## src/rtl/core/rstu_pkg.sv

```systemverilog
// Shared constants, status codes and the character-to-digit decoder of the
// radix string to 128-bit parser. No dependencies.

package rstu_pkg;

    localparam int unsigned MAX_CHARS = 65535;
    localparam int POS_W   = $clog2(64'(MAX_CHARS) + 64'd1);
    localparam int OFF_W   = 16;
    localparam int CHAR_W  = 8;
    localparam int RADIX_W = 6;
    localparam int ACC_W   = 128;
    localparam int HALF_W  = 64;
    localparam int STAT_W  = 2;
    localparam int PROD_W  = ACC_W + RADIX_W;
    localparam int OUT_W   = 2 * HALF_W + OFF_W + STAT_W;
    localparam int OUT_TDATA_W = ((OUT_W + 7) / 8) * 8;

    localparam logic [RADIX_W-1:0] RADIX_RESET = 6'd10;
    localparam logic [RADIX_W-1:0] RADIX_AUTO  = 6'd0;
    localparam logic [RADIX_W-1:0] RADIX_ONE   = 6'd1;
    localparam logic [RADIX_W-1:0] RADIX_BIN   = 6'd2;
    localparam logic [RADIX_W-1:0] RADIX_OCT   = 6'd8;
    localparam logic [RADIX_W-1:0] RADIX_DEC   = 6'd10;
    localparam logic [RADIX_W-1:0] RADIX_HEX   = 6'd16;
    localparam logic [RADIX_W-1:0] RADIX_MAX   = 6'd36;
    localparam logic [RADIX_W-1:0] DIGIT_NONE  = 6'd36;

    typedef enum logic [STAT_W-1:0] {
        ST_OK       = 2'd0,
        ST_BADRADIX = 2'd1,
        ST_NEG      = 2'd2,
        ST_OVF      = 2'd3
    } status_t;

    localparam logic [CHAR_W-1:0] CH_NUL   = 8'h00;
    localparam logic [CHAR_W-1:0] CH_TAB   = 8'h09;
    localparam logic [CHAR_W-1:0] CH_CR    = 8'h0D;
    localparam logic [CHAR_W-1:0] CH_SPACE = 8'h20;
    localparam logic [CHAR_W-1:0] CH_PLUS  = 8'h2B;
    localparam logic [CHAR_W-1:0] CH_MINUS = 8'h2D;
    localparam logic [CHAR_W-1:0] CH_ZERO  = 8'h30;
    localparam logic [CHAR_W-1:0] CH_NINE  = 8'h39;
    localparam logic [CHAR_W-1:0] CH_UA    = 8'h41;
    localparam logic [CHAR_W-1:0] CH_UB    = 8'h42;
    localparam logic [CHAR_W-1:0] CH_UX    = 8'h58;
    localparam logic [CHAR_W-1:0] CH_UZ    = 8'h5A;
    localparam logic [CHAR_W-1:0] CH_LA    = 8'h61;
    localparam logic [CHAR_W-1:0] CH_LB    = 8'h62;
    localparam logic [CHAR_W-1:0] CH_LX    = 8'h78;
    localparam logic [CHAR_W-1:0] CH_LZ    = 8'h7A;

    // Digit value of a character, DIGIT_NONE for anything that is no digit.
    function automatic logic [RADIX_W-1:0] digit_of(input logic [CHAR_W-1:0] c);
        logic [RADIX_W-1:0] d;
        d = DIGIT_NONE;
        if (c inside {[CH_ZERO:CH_NINE]}) begin
            d = RADIX_W'(c - CH_ZERO);
        end else if (c inside {[CH_LA:CH_LZ]}) begin
            d = RADIX_W'(c - CH_LA + 8'd10);
        end else if (c inside {[CH_UA:CH_UZ]}) begin
            d = RADIX_W'(c - CH_UA + 8'd10);
        end
        return d;
    endfunction

endpackage

```

## src/rtl/core/radix_string_to_u128_parser.sv

```systemverilog
// Top level of the radix string to 128-bit unsigned parser.
// Depends on rstu_pkg for constants, status codes and the digit decoder.
//
// Usage:
//   s_* carries one character per transfer in s_tdata; a zero byte ends the
//   string. Each terminator yields exactly one transfer on m_*, every other
//   byte yields none. m_tdata holds, from the lowest bit up: value_high[63:0],
//   value_low[63:0], end_offset[15:0], parse_status[1:0], six zero bits.
//   cfg_* writes the radix (2..36, 0 for prefix auto-detect); write it only
//   while no string is in flight. It is sampled at the first byte of a string.
// Throughput and datapath:
//   One character per cycle while no terminator waits for a free result
//   register. A byte is captured in the input register and processed from
//   there by one 128 x 6 bit multiply-add that updates the accumulator; a
//   terminator loads the result register instead, which drives m_tvalid.
// Reset:
//   aresetn clears the parse state, empties both registers and sets the
//   radix to 10.
// Stalls:
//   While a result waits on m_tready, non-terminator bytes keep flowing; a
//   second terminator waits in the input register, and s_tready drops only
//   then.

module radix_string_to_u128_parser
    import rstu_pkg::*;
(
    input  logic                   aclk,
    input  logic                   aresetn,
    input  logic                   cfg_valid,
    output logic                   cfg_ready,
    input  logic [RADIX_W-1:0]     cfg_data,      // radix
    input  logic                   s_tvalid,
    output logic                   s_tready,
    input  logic [CHAR_W-1:0]      s_tdata,       // char_byte[7:0]
    output logic                   m_tvalid,
    input  logic                   m_tready,
    // value_high[63:0], value_low[127:64], end_offset[143:128],
    // parse_status[145:144], zero pad[151:146]
    output logic [OUT_TDATA_W-1:0] m_tdata
);

    typedef enum logic [2:0] {
        PH_WS,
        PH_SIGN,
        PH_ZERO,
        PH_DIGITS,
        PH_DONE
    } phase_t;

    logic [RADIX_W-1:0] radix_reg;
    logic               in_valid_reg;
    logic [CHAR_W-1:0]  in_char_reg;
    logic               out_valid_reg;
    logic [OUT_W-1:0]   out_data_reg;

    logic [ACC_W-1:0]   acc_reg,   acc_next;
    logic [POS_W-1:0]   pos_reg,   pos_next;
    logic [POS_W-1:0]   stop_reg,  stop_next;
    phase_t             phase_reg, phase_next;
    logic [RADIX_W-1:0] eff_reg,   eff_next;
    status_t            err_reg,   err_next;
    logic [OUT_W-1:0]   out_data_next;

    logic               is_term;
    logic               out_free;
    logic               advance;
    logic               take;
    logic [RADIX_W-1:0] digit;
    logic [PROD_W-1:0]  prod;
    logic [POS_W-1:0]   off_pos;
    logic [ACC_W-1:0]   out_value;

    assign cfg_ready = 1'b1;
    assign is_term   = (in_char_reg == CH_NUL);
    assign out_free  = !out_valid_reg || m_tready;
    // Only a terminator needs room in the result register.
    assign advance   = in_valid_reg && (!is_term || out_free);
    assign s_tready  = !in_valid_reg || advance;
    assign m_tvalid  = out_valid_reg;
    assign m_tdata   = {(OUT_TDATA_W - OUT_W)'(0), out_data_reg};

    assign digit = digit_of(in_char_reg);

    always_comb begin
        acc_next   = acc_reg;
        pos_next   = pos_reg;
        stop_next  = stop_reg;
        phase_next = phase_reg;
        eff_next   = eff_reg;
        err_next   = err_reg;
        take       = 1'b0;
        prod       = '0;
        off_pos    = '0;
        out_value  = '0;

        // The radix is sampled at the first byte of a string.
        if (pos_reg == '0 && phase_reg == PH_WS) begin
            eff_next = radix_reg;
            if (radix_reg == RADIX_ONE || radix_reg > RADIX_MAX) begin
                err_next   = ST_BADRADIX;
                stop_next  = '0;
                phase_next = PH_DONE;
            end
        end

        off_pos = (phase_next == PH_DONE) ? stop_next : pos_reg;
        case (err_next)
            ST_OVF:  out_value = '1;
            ST_OK:   out_value = acc_reg;
            default: out_value = '0;
        endcase
        out_data_next = {err_next, off_pos[OFF_W-1:0],
                         out_value[HALF_W-1:0], out_value[ACC_W-1:HALF_W]};

        if (is_term) begin
            acc_next   = '0;
            pos_next   = '0;
            stop_next  = '0;
            phase_next = PH_WS;
            eff_next   = '0;
            err_next   = ST_OK;
        end else begin
            case (phase_next)
                PH_WS: begin
                    if (in_char_reg == CH_SPACE || in_char_reg inside {[CH_TAB:CH_CR]}) begin
                        phase_next = PH_WS;
                    end else if (in_char_reg == CH_PLUS) begin
                        phase_next = PH_SIGN;
                    end else if (in_char_reg == CH_MINUS) begin
                        err_next   = ST_NEG;
                        stop_next  = pos_reg;
                        phase_next = PH_DONE;
                    end else if (in_char_reg == CH_ZERO && (eff_next == RADIX_AUTO ||
                                 eff_next == RADIX_BIN || eff_next == RADIX_HEX)) begin
                        phase_next = PH_ZERO;
                    end else begin
                        if (eff_next == RADIX_AUTO) begin
                            eff_next = RADIX_DEC;
                        end
                        take = 1'b1;
                    end
                end
                PH_SIGN: begin
                    if (in_char_reg == CH_ZERO && (eff_next == RADIX_AUTO ||
                        eff_next == RADIX_BIN || eff_next == RADIX_HEX)) begin
                        phase_next = PH_ZERO;
                    end else begin
                        if (eff_next == RADIX_AUTO) begin
                            eff_next = RADIX_DEC;
                        end
                        take = 1'b1;
                    end
                end
                PH_ZERO: begin
                    if ((in_char_reg == CH_LX || in_char_reg == CH_UX) &&
                        (eff_next == RADIX_AUTO || eff_next == RADIX_HEX)) begin
                        eff_next   = RADIX_HEX;
                        phase_next = PH_DIGITS;
                    end else if ((in_char_reg == CH_LB || in_char_reg == CH_UB) &&
                                 (eff_next == RADIX_AUTO || eff_next == RADIX_BIN)) begin
                        eff_next   = RADIX_BIN;
                        phase_next = PH_DIGITS;
                    end else begin
                        if (eff_next == RADIX_AUTO) begin
                            eff_next = RADIX_OCT;
                        end
                        take = 1'b1;
                    end
                end
                PH_DIGITS: take = 1'b1;
                default:   take = 1'b0;
            endcase

            if (take) begin
                prod = {{RADIX_W{1'b0}}, acc_reg} * PROD_W'(eff_next) + PROD_W'(digit);
                if (digit >= eff_next) begin
                    stop_next  = pos_reg;
                    phase_next = PH_DONE;
                end else if (|prod[PROD_W-1:ACC_W]) begin
                    err_next   = ST_OVF;
                    stop_next  = pos_reg;
                    phase_next = PH_DONE;
                end else begin
                    acc_next   = prod[ACC_W-1:0];
                    phase_next = PH_DIGITS;
                end
            end

            if (pos_reg != POS_W'(MAX_CHARS)) begin
                pos_next = pos_reg + 1'b1;
            end
        end
    end

    always_ff @(posedge aclk) begin
        if (!aresetn) begin
            radix_reg     <= RADIX_RESET;
            in_valid_reg  <= 1'b0;
            out_valid_reg <= 1'b0;
            acc_reg       <= '0;
            pos_reg       <= '0;
            stop_reg      <= '0;
            phase_reg     <= PH_WS;
            eff_reg       <= '0;
            err_reg       <= ST_OK;
        end else begin
            if (cfg_valid && cfg_ready) begin
                radix_reg <= cfg_data;
            end
            if (s_tvalid && s_tready) begin
                in_valid_reg <= 1'b1;
                in_char_reg  <= s_tdata;
            end else if (advance) begin
                in_valid_reg <= 1'b0;
            end
            if (advance && is_term) begin
                out_valid_reg <= 1'b1;
                out_data_reg  <= out_data_next;
            end else if (m_tready) begin
                out_valid_reg <= 1'b0;
            end
            if (advance) begin
                acc_reg   <= acc_next;
                pos_reg   <= pos_next;
                stop_reg  <= stop_next;
                phase_reg <= phase_next;
                eff_reg   <= eff_next;
                err_reg   <= err_next;
            end
        end
    end

    // An invalid radix reports zero value and zero offset.
    a_badradix_zero: assert property (@(posedge aclk) disable iff (!aresetn)
        m_tvalid && m_tdata[145:144] == ST_BADRADIX |-> m_tdata[143:0] == '0)
        else $error("invalid radix result carries a nonzero value or offset");

    // Overflow saturates the value to all ones.
    a_ovf_ones: assert property (@(posedge aclk) disable iff (!aresetn)
        m_tvalid && m_tdata[145:144] == ST_OVF |-> m_tdata[127:0] == '1)
        else $error("overflow result is not all ones");

    // A processed terminator always lands in the result register.
    a_term_result: assert property (@(posedge aclk) disable iff (!aresetn)
        advance && is_term |=> out_valid_reg && pos_reg == '0 && phase_reg == PH_WS)
        else $error("terminator did not produce a result and rearm");

    // The position saturates and only returns to zero for a new string.
    a_pos_sat: assert property (@(posedge aclk) disable iff (!aresetn)
        pos_reg == POS_W'(MAX_CHARS) |=> pos_reg == POS_W'(MAX_CHARS) || pos_reg == '0)
        else $error("character position wrapped");

endmodule
```

## config.mk

```make
export PLATFORM = sky130hd
export DESIGN_NAME = radix_string_to_u128_parser
export DESIGN_NICKNAME = d
export VERILOG_FILES = /design/src/rtl/core/rstu_pkg.sv /design/src/rtl/core/radix_string_to_u128_parser.sv
export SDC_FILE = /design/constraint.sdc
export NUM_CORES = 2
export LEC_CHECK = 0
export BUFFER_PORTS_ARGS = -buffer_cell sky130_fd_sc_hd__buf_4
export CORE_MARGIN = 2
export CORE_UTILIZATION = 45
export CTS_CLUSTER_DIAMETER = 200
export DETAILED_ROUTE_END_ITERATION = 7
export PLACE_DENSITY = 0.72
export RECOVER_POWER = 25
export SETUP_SLACK_MARGIN = 0.4
export SLEW_MARGIN = 20
export SYNTH_ARGS = -nofsm -noshare
export SYNTH_HDL_FRONTEND = slang
export SYNTH_SLANG_ARGS = --single-unit
```

## constraint.sdc

```tcl
create_clock -name aclk -period 36.7 [get_ports aclk]
set_input_delay 7.34 -clock aclk [delete_from_list [all_inputs] [get_ports aclk]]
set_output_delay 7.34 -clock aclk [all_outputs]
set_load 0.1 [all_outputs]
```

# [After elaboration in Yosys (flattened, before gate mapping)]
# Index checks and enable logic that the tools add are counted.
[word_totals] output_inout_bits=155 reg_bits=333 in_bits=19
[op_classes] n_mux=68 eq_ne=19 magnitude_cmp=10 n_addsub=7 reduce_logical=39 n_mul=1
[op_table] op="two-way mux 128 bit" n=4
[op_table] op="case mux 128 bit (2 select lines)" n=1
[op_table] op="two-way mux 16 bit" n=13
[op_table] op="adder 134 x 6 -> 134 bit" n=1
[op_table] op="multiplier 128 x 6 -> 134 bit" n=1
[op_table] op="two-way mux 6 bit" n=14
[op_table] op="two-way mux 3 bit" n=12
[op_table] op="equality test 8 x 6 -> 1 bit, second input constant" n=4
[op_table] op="equality test 8 x 7 -> 1 bit, second input constant" n=4
[op_table] op="two-way mux 2 bit" n=10
[op_table] op="case mux 6 bit (3 select lines)" n=1
[op_table] op="adder 16 x 1 -> 16 bit, second input constant" n=1
[op_table] op=">= comparator 8 x 7 -> 1 bit, second input constant" n=2
[op_table] op="<= comparator 8 x 7 -> 1 bit, second input constant" n=2
[op_table] op="logical NOT 16 bit" n=1
[op_table] op="inequality test 16 bit, second input constant" n=1
[op_table] op="adder 6 x 4 -> 6 bit, second input constant" n=2
[op_table] op="subtractor 6 bit, second input constant" n=2
[op_table] op="logical AND 1 bit" n=11
[op_table] op="two-way mux 1 bit" n=11
[op_table] op="logical OR 1 bit" n=10
[op_table] op="case mux 3 bit (3 select lines)" n=1
[op_table] op=">= comparator 8 x 4 -> 1 bit, second input constant" n=1
[op_table] op=">= comparator 8 x 6 -> 1 bit, second input constant" n=1
[op_table] op="23 further kinds" n=33

# [Logic depth before layout (Yosys ltp)]
[logic_depth] word_depth=20 mapped_depth=37 mapped_depth_nobuf=33

# [Worst setup path after synthesis]
# OpenSTA, ideal clock, no wires.
[synth_path] path_kind="input to register" from="input m_tready" to="register out_data_reg[0], enable pin" setup_time_ps=830 arrival_time_ps=17720 cell_stages=4 setup_slack_ps=18150 cell_sequence="nand2b_1 > o21ai_0 > clkbuf_1 > nor3_1"
[synth_via] elab_chain_cells=5
[synth_rtl] element="start, declared" line_no="radix_string_to_u128_parser.sv:36" rtl="input logic m_tready,"
[synth_rtl] element="logical OR 1 bit" line_no="radix_string_to_u128_parser.sv:75" rtl="assign out_free = !out_valid_reg || m_tready;"
[synth_rtl] element="logical OR 1 bit" line_no="radix_string_to_u128_parser.sv:77" rtl="assign advance = in_valid_reg && (!is_term || out_free);"
[synth_rtl] element="logical AND 1 bit" line_no="radix_string_to_u128_parser.sv:77"
[synth_rtl] element="logical AND 1 bit" line_no="radix_string_to_u128_parser.sv:216" rtl="if (advance && is_term) begin"
[synth_rtl] element="AND reduction 2 bit (no line)"
[synth_rtl] element="end signal, assigned" line_no="radix_string_to_u128_parser.sv:218" rtl="out_data_reg <= out_data_next;"
[synth_rtl] element="end, declared" line_no="radix_string_to_u128_parser.sv:54" rtl="logic [OUT_W-1:0] out_data_reg;"
# Every way passes these cells.
# A chain may end at the register's enable or synchronous reset.

# [Final worst setup path]
[layout_path] from="input m_tready" to="output s_tready"
[layout_via] elab_chain_cells=4
[layout_rtl] element="logical OR 1 bit" line_no="radix_string_to_u128_parser.sv:75"
[layout_rtl] element="logical OR 1 bit" line_no="radix_string_to_u128_parser.sv:77"
[layout_rtl] element="logical AND 1 bit" line_no="radix_string_to_u128_parser.sv:77"
[layout_rtl] element="logical OR 1 bit" line_no="radix_string_to_u128_parser.sv:78" rtl="assign s_tready = !in_valid_reg || advance;"
[layout_rtl] element="end, declared" line_no="radix_string_to_u128_parser.sv:33" rtl="output logic s_tready,"
# Every way passes these cells.

==> results.md <==
* Worst Path Max Fanout at 4
* Result of the run: finished, violations left
* Root cell of the clock tree: clkbuf_16
* H-tree depth at 2
* Die footprint at 91,300 µm²
* Layout Area Growth over Synthesis at 8.06%
* Critical Path End Type: primary output
* Number of flops mapped to enable cells by yosys at 154
* Largest stage delay on the critical path at 0.33 ns
* Worst Path Class, Setup: in2out
* Post-layout min period at 15.53 ns
* 1st-iter DRT viols at 2,625
* Sink Count at about 330
* Sequential element share of the synthesized area at 20.5%
* RD Place Congestion at around 0.94
* Main synth FF type: dfxtp_1
* Worst vdd rail ir drop at 0.0372 mV
* DRC at 0
* Most used cell, CP: buf_4
* Endpoint required time on the critical path at ~30 ns
* Number of synthesized register bits at 333
* Cell with the largest stage delay on the worst path: or2_2
* Maximum root-to-sink buffer count at 3
* Ratio of cells with drive above 1 in the final layout at under 10%
* CP Buf/Inv Count at 2
* Hold buffer count at CTS at 0
* First-pass GRT wire length at around 170 mm
* Number of cell rows at 109
* GRT met2 Usage at 38.1%
* Unique masters post-synth at 85
* Signal arrival time at the worst endpoint at 8.19 ns
* Via count normalized by instance count at 5.78
* Critical path cell sequence: buf_4 > nand2b_1 > or2_2 > buf_4
* Hold/Removal Path Class: reg2reg
* Share of flip-flops with an asynchronous set or reset at 0%
* Maximum number of pins on one net before global-route repair at approximately 110
* Hold wc startpoint: eff_reg[4]
* Area of combinational cells with multiple inputs at 29,900 µm²
* Reg-to-reg setup timing slack at 24.23 ns
* Total Neg Setup Slack at 0 ns
* M3 GR Usage at 4.76%
* Floorplan core area at roughly 90,000 µm²
* Areal power density over the cells at 22.3 nW/µm²
* Buffers inserted by post-CTS timing repair at 0
* Cts bufs inserted at 46
* Via count of the routed design at 31,600
* Syn Std Cell Area at between 40,000 and 50,000 µm²
* Placed wire-length estimate at 78.8 mm
* Number of antenna violations at the first check in global routing at 0
* ANT nets after route at 0
* Overflow left after global routing at 0
* Most Crowded Layer GR: met2
* Max_cap viols at 4
* Post-synthesis instance total at 4,292
* Seq. cell area at roughly 8200 µm²
* Layout Skew at 0.0522 ns
* Gates resized, CTS repair at 0
* Reported leakage power at about 0.020 µW
* Setup repair after global routing missed its margin: no
* Hold Fails Final Rpt at 0
* Tightest Pin Transition at 5.35 ns
* Highest attainable clock frequency at 0.0644 GHz
* Fill count at 8,270
* Number of top-level design ports at 174
* Final period utilization at 42.3%
* Initial core utilization at roughly 45%
* Violated checks: capacitance limit, slew limit
* Detailed-router iteration count before antenna repair at 6
* Startpoint type of the worst setup path: primary input
* Routed len/inst at roughly 20 µm
* Share of the core filled with cells in the final layout at slightly below 50%
* Count of final max-slew check failures at 280
* Source of the critical timing path: m_tready
* Final WL at 107 mm
* Clk Latency, worst-skew pair at 0.64 ns
* Layout Nets at 5,082
* Die height at a little over 300 µm
* Die outline width at 302 µm
* Warnings, synthesis at 0
* CTS tree: yes
* Reg-to-Reg Start: pos_reg[0]
* Clock transition at the registers of the reported paths at 0.06 ns
* Relative slew slack at -257%
* Gr usage total at 23.6%
* Post-Synthesis Mean Instance Area at 9.32 µm²
* Number of global-route vias before repair at 32,500
* Met1 routing resource usage after global routing at roughly 32%
* Flip-flop count of the largest register, all copies and words added at 146
* Total of buffers placed on input and output ports at between 150 and 200
* Family with the most delay on the worst path: simple AND/OR/NAND/NOR gates
* Number of failing setup endpoints in the final timing report at 0
[cells in the mapped netlist, drive strengths merged, types with 5 or more instances]
cell    number  share of area, %
a22o       131               2.9
o21a        28              0.53
o31a         5              0.11
or2         11              0.18
a22oi        8              0.15
o221ai      23              0.66
and4        11              0.25
a41oi        5              0.13
fa         508                25
a21oi      373               4.7
and3        15              0.23
o22ai        6             0.094
mux2i       12              0.30
nor3        33              0.44
clkbuf     184               1.7
ha         294               9.2
nand2b      25              0.39
a21boi      13              0.24
xnor2       71               1.6
buf         93               1.5
nand3       42              0.54
o31ai       13              0.24
or4          6              0.11
nand3b       6              0.11
dfxtp      179               9.0
nor2       283               2.7
o311ai       6              0.13
xor2        67               1.5
nand4       81               1.3
a211oi      10              0.21
and2       459               7.2
a211o        5              0.11
nor2b      260               4.1
a31oi       16              0.25
o211ai      22              0.41
or3         18              0.28
mux2         5              0.14
o21ai      141               1.8
o21bai      42              0.79
edfxtp     154                12
inv        182               1.7
nand2      335               3.1
nor4        19              0.30
a21o        42              0.79
[power by group]
group	internal, µW	leakage, µW	switching, µW
registers	388	0.00263	3.51
logic	18.9	0.0164	100
clock network	254	0.000741	200
[metrics by stage]
step / total power (µW) / hold slack, ns / instance area [µm²] / instances / setup WS [ns]
6_report: 964 / 0.492 / 43200 / 5465 / 21.17
3_5_place_dp: 517 / 0.478 / 41800 / 5378 / 21.17
5_1_grt: 997 / 0.517 / 43200 / 5464 / 21.14
2_1_floorplan: 478 / 0.451 / 40000 / 4297 / 18.15
3_3_place_gp: 516 / 0.460 / 41800 / 5378 / 21.16
4_1_cts: 974 / 0.493 / 43300 / 5464 / 21.17
[final timing paths]
kind                      end  depth (start not counted)
hold reg to reg    eff_reg[4]                          2
setup reg to reg  acc_reg[66]                         35
setup / recovery     s_tready                          4
hold / removal     eff_reg[4]                          2
[layout by cell type (no fill, tap or decap), drive strengths merged, types with 7 or more instances in the layout]
cell	synthesis	layout
ha	294	294
o31ai	13	13
o21a	28	28
a22oi	8	8
a22o	131	131
edfxtp	154	154
nand2	335	335
a211oi	10	10
or3	18	18
o21ai	141	141
dfxtp	179	179
conb	2	7
clkbuf	184	67
and3	15	15
clkinv	0	18
and2	459	459
nor4	19	19
nand2b	25	25
xor2	67	67
or2	11	11
a31oi	16	16
xnor2	71	71
nand4	81	81
and4	11	11
inv	182	189
a21o	42	42
a21oi	373	373
nor3	33	33
nor2	283	283
nor2b	260	260
o221ai	23	23
buf	93	181
o21bai	42	42
o211ai	22	22
nand3	42	42
a21boi	13	13
fa	508	508
mux2i	12	12
[per-layer routing]
layer	wire, µm	vias to the layer above
met3	8430	153
met5	0	-
met1	46300	15800
met4	2980	0
met2	49100	1013
li1	-	14600
[cell type report]
| cell class | instances | area share [%] |
|---|---|---|
| clock buffers | 55 | 2.79 |
| flip-flops and latches | 333 | 19.0 |
| clock inverters | 31 | 0.721 |
| repair buffers | 193 | 3.32 |
| inverters | 182 | 1.58 |
| diodes | 1 | 0.00579 |
| multi-input cells | 3505 | 69.2 |
| well taps | 1165 | 3.37 |
[cells by family (layout without fill, tap and decap cells)]
logic type | after synthesis | in the layout | synth area share (%)
compound gates | 926 | 926 | 15.0
xor+xnor | 138 | 138 | 3.02
fa+ha+maj | 802 | 802 | 34.6
buf+inv | 459 | 461 | 4.89
flops | 333 | 333 | 20.5
mux | 17 | 17 | 0.441
other cells | 2 | 8 | 0.0188
simple gates | 1615 | 1615 | 21.5
[tightest hold or removal path: stages (launching register included)]
cell	delay, ns
dfxtp_1	0.33
a21oi_1	0.06
nor2_1	0.07
Note: power is estimated with default switching activity, not from simulation.
